--- src/sv/sdfs_pkg.sv ---
package sdfs_pkg;

    localparam int ANGLE_BITS     = 16;
    localparam int MAX_DIRECTIONS = 64;
    localparam int MAX_FRAMES     = 4096;

    localparam int CORDIC_STEPS = 30;
    localparam int CORDIC_W     = 64;
    localparam int NORM_TOP     = 59;   // bit that the larger magnitude is scaled to

    localparam int POS_W   = 32;
    localparam int DIFF_W  = POS_W + 1;
    localparam int TIME_W  = 48;
    localparam int TSUM_W  = TIME_W + 2;    // signed sum of time and offset
    localparam int TU_W    = TIME_W + 1;    // clamped local time
    localparam int RAW_W   = 50;            // raw frame number
    localparam int MOD_STEP   = 2;          // quotient bits resolved per stage
    localparam int MOD_STAGES = RAW_W / MOD_STEP;

    localparam int DC_W       = 7;
    localparam int FC_W       = 13;
    localparam int DIR_W      = 6;
    localparam int FRAME_W    = 12;
    localparam int CFG_IDX_W  = 3;
    localparam int CFG_DATA_W = 16;

    typedef enum logic [CFG_IDX_W-1:0] {
        REG_DIRECTION_COUNT = 3'd0,
        REG_FRAME_COUNT     = 3'd1,
        REG_FRAME_RATE      = 3'd2,
        REG_PLAYBACK_SPEED  = 3'd3,
        REG_LOOP_ENABLE     = 3'd4,
        REG_PAUSE_ENABLE    = 3'd5
    } t_cfg_reg;

    // atan(2^-i) in units of 2^-32 turn
    function automatic logic [31:0] atan_turn(input int i);
        logic [31:0] v;
        case (i)
            0:  v = 32'd536870912;
            1:  v = 32'd316933406;
            2:  v = 32'd167458907;
            3:  v = 32'd85004756;
            4:  v = 32'd42667331;
            5:  v = 32'd21354465;
            6:  v = 32'd10679838;
            7:  v = 32'd5340245;
            8:  v = 32'd2670163;
            9:  v = 32'd1335087;
            10: v = 32'd667544;
            11: v = 32'd333772;
            12: v = 32'd166886;
            13: v = 32'd83443;
            14: v = 32'd41722;
            15: v = 32'd20861;
            16: v = 32'd10430;
            17: v = 32'd5215;
            18: v = 32'd2608;
            19: v = 32'd1304;
            20: v = 32'd652;
            21: v = 32'd326;
            22: v = 32'd163;
            23: v = 32'd81;
            24: v = 32'd41;
            25: v = 32'd20;
            26: v = 32'd10;
            27: v = 32'd5;
            28: v = 32'd3;
            29: v = 32'd1;
            default: v = 32'd0;
        endcase
        return v;
    endfunction

endpackage

--- src/sv/sdfs_mod.sv ---
module sdfs_mod (
    input  logic                          i_clk,
    input  logic                          i_en,
    input  logic [sdfs_pkg::RAW_W-1:0]    i_raw,
    input  logic [sdfs_pkg::FC_W-1:0]     i_div,
    output logic [sdfs_pkg::FC_W-1:0]     o_rem
);

    // restoring remainder, MOD_STEP quotient bits per stage
    logic [sdfs_pkg::FC_W-1:0]  r_rem  [sdfs_pkg::MOD_STAGES];
    logic [sdfs_pkg::RAW_W-1:0] r_bits [sdfs_pkg::MOD_STAGES];

    for (genvar g = 0; g < sdfs_pkg::MOD_STAGES; g++) begin : g_stage
        logic [sdfs_pkg::FC_W-1:0]  rem_in;
        logic [sdfs_pkg::RAW_W-1:0] bits_in;
        logic [sdfs_pkg::FC_W-1:0]  n_rem;
        logic [sdfs_pkg::RAW_W-1:0] n_bits;

        if (g == 0) begin : g_first
            assign rem_in  = '0;
            assign bits_in = i_raw;
        end else begin : g_next
            assign rem_in  = r_rem[g-1];
            assign bits_in = r_bits[g-1];
        end

        always_comb begin
            logic [sdfs_pkg::FC_W:0] t2;
            n_rem  = rem_in;
            n_bits = bits_in;
            for (int k = 0; k < sdfs_pkg::MOD_STEP; k++) begin
                t2 = {n_rem, n_bits[sdfs_pkg::RAW_W-1]};
                n_bits = n_bits << 1;
                if (t2 >= {1'b0, i_div}) begin
                    t2 = t2 - {1'b0, i_div};
                end
                n_rem = t2[sdfs_pkg::FC_W-1:0];
            end
        end

        always_ff @(posedge i_clk) begin
            if (i_en) begin
                r_rem[g]  <= n_rem;
                r_bits[g] <= n_bits;
            end
        end
    end

    assign o_rem = r_rem[sdfs_pkg::MOD_STAGES-1];

endmodule

--- config.mk ---
export PLATFORM = sky130hd
export DESIGN_NAME = sdfs_mod
export DESIGN_NICKNAME = d
export VERILOG_FILES = /design/src/sv/sdfs_pkg.sv /design/src/sv/sdfs_mod.sv
export SDC_FILE = /design/constraint.sdc
export NUM_CORES = 2
export LEC_CHECK = 0
export ABC_CLOCK_PERIOD_IN_PS = 13600
export BUFFER_PORTS_ARGS = -buffer_cell sky130_fd_sc_hd__buf_2
export CORE_MARGIN = 2
export CORE_UTILIZATION = 45
export DETAILED_ROUTE_END_ITERATION = 10
export PLACE_DENSITY = 0.57
export SKIP_LAST_GASP = 1
export SLEW_MARGIN = 20
export SYNTH_ARGS = -nofsm -noshare
export SYNTH_HDL_FRONTEND = slang
export SYNTH_SLANG_ARGS = --single-unit
--- constraint.sdc ---
create_clock -name i_clk -period 13.6 [get_ports i_clk]
set_input_delay 4.08 -clock i_clk [delete_from_list [all_inputs] [get_ports i_clk]]
set_output_delay 4.08 -clock i_clk [all_outputs]
set_load 0.02 [all_outputs]
==> impl_metrics.yaml <==
worst_setup_path:
  path_class: "primary input to flop"
  reg2reg_depth: 19
  cp_data_arrival_time_ns: 10.62
  startpoint_type: "primary input"
  timing.rr.end: "r_rem[0][35]"
  critPathMaxFanout: 22
  r2r_start: "r_bits[0][95]"
  critPathRequiredTime_ns: 14.07
  cp-end-kind: "flop"
  r2r_slack_ns: 7.10
placement:
  numPortBuffers: 77
  place_hpwl_um: 98510
  gp_congestion: 0.8898
logic_synthesis:
  synth_edf_count: 925
  synth_area_um2: 62640
  syn-num-nets: 6280
  seq_area_frac_synth_pct: 44.35
  ys_ff_latch: 925
  synthArstFlopShare_pct: 0
  synth-main-ff-cell: "edfxtp_1"
  syn_avg_cell_area_um2: 11.33
  synth.area.top_cells: "edfxtp_1, ha_1, mux2_2, xnor2_1, a21oi_1"
  syn_inst: 5527
  yosysWarnings: 0
  synth_cell_types: 85
  synth_top_area_share_pct: 44.35
  synth_top_cell_by_area: "edfxtp_1"
sta:
  clock_skew_ns: 0.04058
  tns_ns: 0
  rsz0062_at_grt: "no"
  finalHoldViolCount: 0
  finalSetupViolCount: 0
  worstMarginPinSlew_ns: 1.080
  max_freq_ghz: 0.09851
  relSlewSlack_pct: 27.71
  finalCritPeriodShare_pct: 74.64
  slew_viol_final: 0
  layout_min_cycle_time_ns: 10.15
global_route:
  grt_max_degree: 166
  overflow: 0
  antenna_found_initial: 2
  grt_pass1_vias: 41570
  grt_pass1_wl_um: 222700
  track_usage_pct: 19.61
detailed_routing:
  final_antenna_net_count: 0
  wl_per_cell_um: 18.57
  drc: 0
  drt-initial-drc-count: 2741
  vias: 43080
  firstDrtPassIters: 6
  routed_via_density: 5.683
  finalWirelength_um: 140800
clock_tree:
  worstSkewPairLatency_ns: 0.76
  cts_tree: "yes"
  h-tree-depth: 3
  clk_pin_slew_worst_paths_ns: 0.06
  clock_sinks: 925
  cts-buffers-inserted: 107
  ctsRootBufferMaster: "clkbuf_16"
  cts_hold_buf: 0
  cts-resized-gates: 0
  postCtsSetupBuffers: 0
  cts_buffer_depth: 3
die:
  initial_core_util_pct: 45.44
  core_area_um2: 137800
  die-area_um2: 142200
  num_rows: 136
  die_y_um: 377.1
  io-pin-count: 78
  die_w_um: 377.1
finish:
  layout-drive-gt1-share_pct: 13.96
  fillerInstances: 12270
  multi_input_area_um2: 33650
  area_growth_pct: 10.29
  insertedDiodeCount: 0
  layout.nets: 6448
  register_area_um2: 27780
job:
  drv_cap: 0
hold_path:
  whs_path_depth: 0
  worstHoldStart: "r_bits[1][86]"
  min_to: "r_bits[1][136]"
  hp-class: "flop to flop"
run_status:
  status: "finished, final reports clean"
critical path: stages:
cell       delay, ns
buf_4           0.34
inv_4           0.27
buf_4           0.32
fa_1            0.48
a21o_1          0.18
a21o_1          0.21
a221oi_1        0.45
o21ai_0         0.25
a21oi_2         0.68
mux2_2          0.43
ha_1            0.34
nor2b_1         0.15
o21ai_0         0.22
a21oi_1         0.13
o41ai_1         0.62
o2111ai_1       0.21
a21oi_1         0.25
o21a_1          0.55
mux2_2          0.40
area by class of cell:
type / instances / share of cell area (%)
clock inverters: 77 / 1.219
flip-flops and latches: 925 / 40.21
multi-input cells: 4292 / 48.71
well taps: 1794 / 3.249
repair buffers: 132 / 1.340
clock buffers: 124 / 3.968
inverters: 237 / 1.311
flip-flops by register name, indices dropped and copies added (netlist names):
name / count
r_bits: 600
r_rem: 325
stage by stage:
stage | hold WS [ns] | instances | instance area (um^2) | setup slack, ns | util [%]
final | 0.3853 | 7581 | 69090 | 3.448 | 50.12
after global routing | 0.3973 | 7581 | 69090 | 2.975 | 50.12
after CTS | 0.3760 | 7581 | 69070 | 3.470 | 50.11
after detailed placement | 0.4045 | 7380 | 65490 | 2.701 | 47.51
after global placement | 0.4001 | 7379 | 65480 | 2.787 | 47.51
after floorplan | 0.4003 | 5527 | 62640 | 2.792 | -
worst max-delay path by stage:
stage               startpoint      endpoint  slack (ns)  cells past startpoint
CTS                   i_div[1]  r_rem[0][35]        3.47                     19
global placement      i_div[1]  r_rem[1][56]        2.79                     19
global route          i_div[1]  r_rem[0][34]        2.97                     19
finish                i_div[1]  r_rem[0][35]        3.45                     19
detailed placement    i_div[1]  r_rem[0][28]        2.70                     19
floorplan             i_div[1]  r_rem[0][69]        2.79                     19
placed cells by master, fill, tap and decap left out, types with 46 or more instances in the layout:
cell       instances
a211oi_1          46
a21o_1           128
a21oi_1          444
buf_2             74
buf_4             48
clkbuf_16        107
edfxtp_1         925
fa_1              49
ha_1             639
inv_1            225
mux2_2           365
mux2i_1           62
nand2_1          296
nand2b_1          52
nand3_1           71
nand4_1          105
nor2_1           381
nor2b_1           92
nor3_1           149
o21a_1            72
o21ai_0          235
or2_2             46
or3_1             59
xnor2_1          344
xor2_1           128
Yosys cell counts (10+ instances only):
cell type  number
o2111ai_1      11
o211ai_1       31
edfxtp_1      925
and4_1         10
a31o_2         17
o31ai_1        31
and3_1         28
nand2_1       296
a41o_1         28
o31a_1         19
fa_1           49
o41ai_1        24
nand4_1       105
inv_1         237
mux2_2        365
nor4_1         21
a211oi_1       46
clkbuf_1       42
a211o_1        15
mux2_1         16
nor3_1        149
xnor2_1       344
xor2_1        128
buf_2          22
or2_2          46
nor2b_1        92
nor2_1        381
o21a_1         72
mux2_4         32
or3_1          59
a31oi_1        31
and2_1         10
ha_1          639
a21oi_1       444
o21ai_0       238
nand3_1        71
a21o_1        128
mux2i_1        62
a21boi_0       30
nand2b_1       52
o21bai_1       30
routing by layer:
metal  up-vias  part of all wire, %  global-route usage (%)
met5         -                    0                       0
met4         0                  3.0                   6.951
met3       220                  4.1                   2.534
met2       863                   47                   32.73
met1     20510                   46                   26.16
li1      21490                    -                       -
kinds of logic after synthesis:
| group | after synthesis | synth area share (%) |
|---|---|---|
| AO/OA/AOI/OAI | 1307 | 13.67 |
| XOR/XNOR | 472 | 6.600 |
| adder cells (fa/ha/maj) | 688 | 14.33 |
| buffers and inverters | 310 | 1.974 |
| flip-flops | 925 | 44.35 |
| multiplexers | 475 | 8.607 |
| AND/OR/NAND/NOR | 1350 | 10.47 |
Power is not shown: default switching activity piles up to over one toggle a cycle in this logic, so the estimate is an artifact.
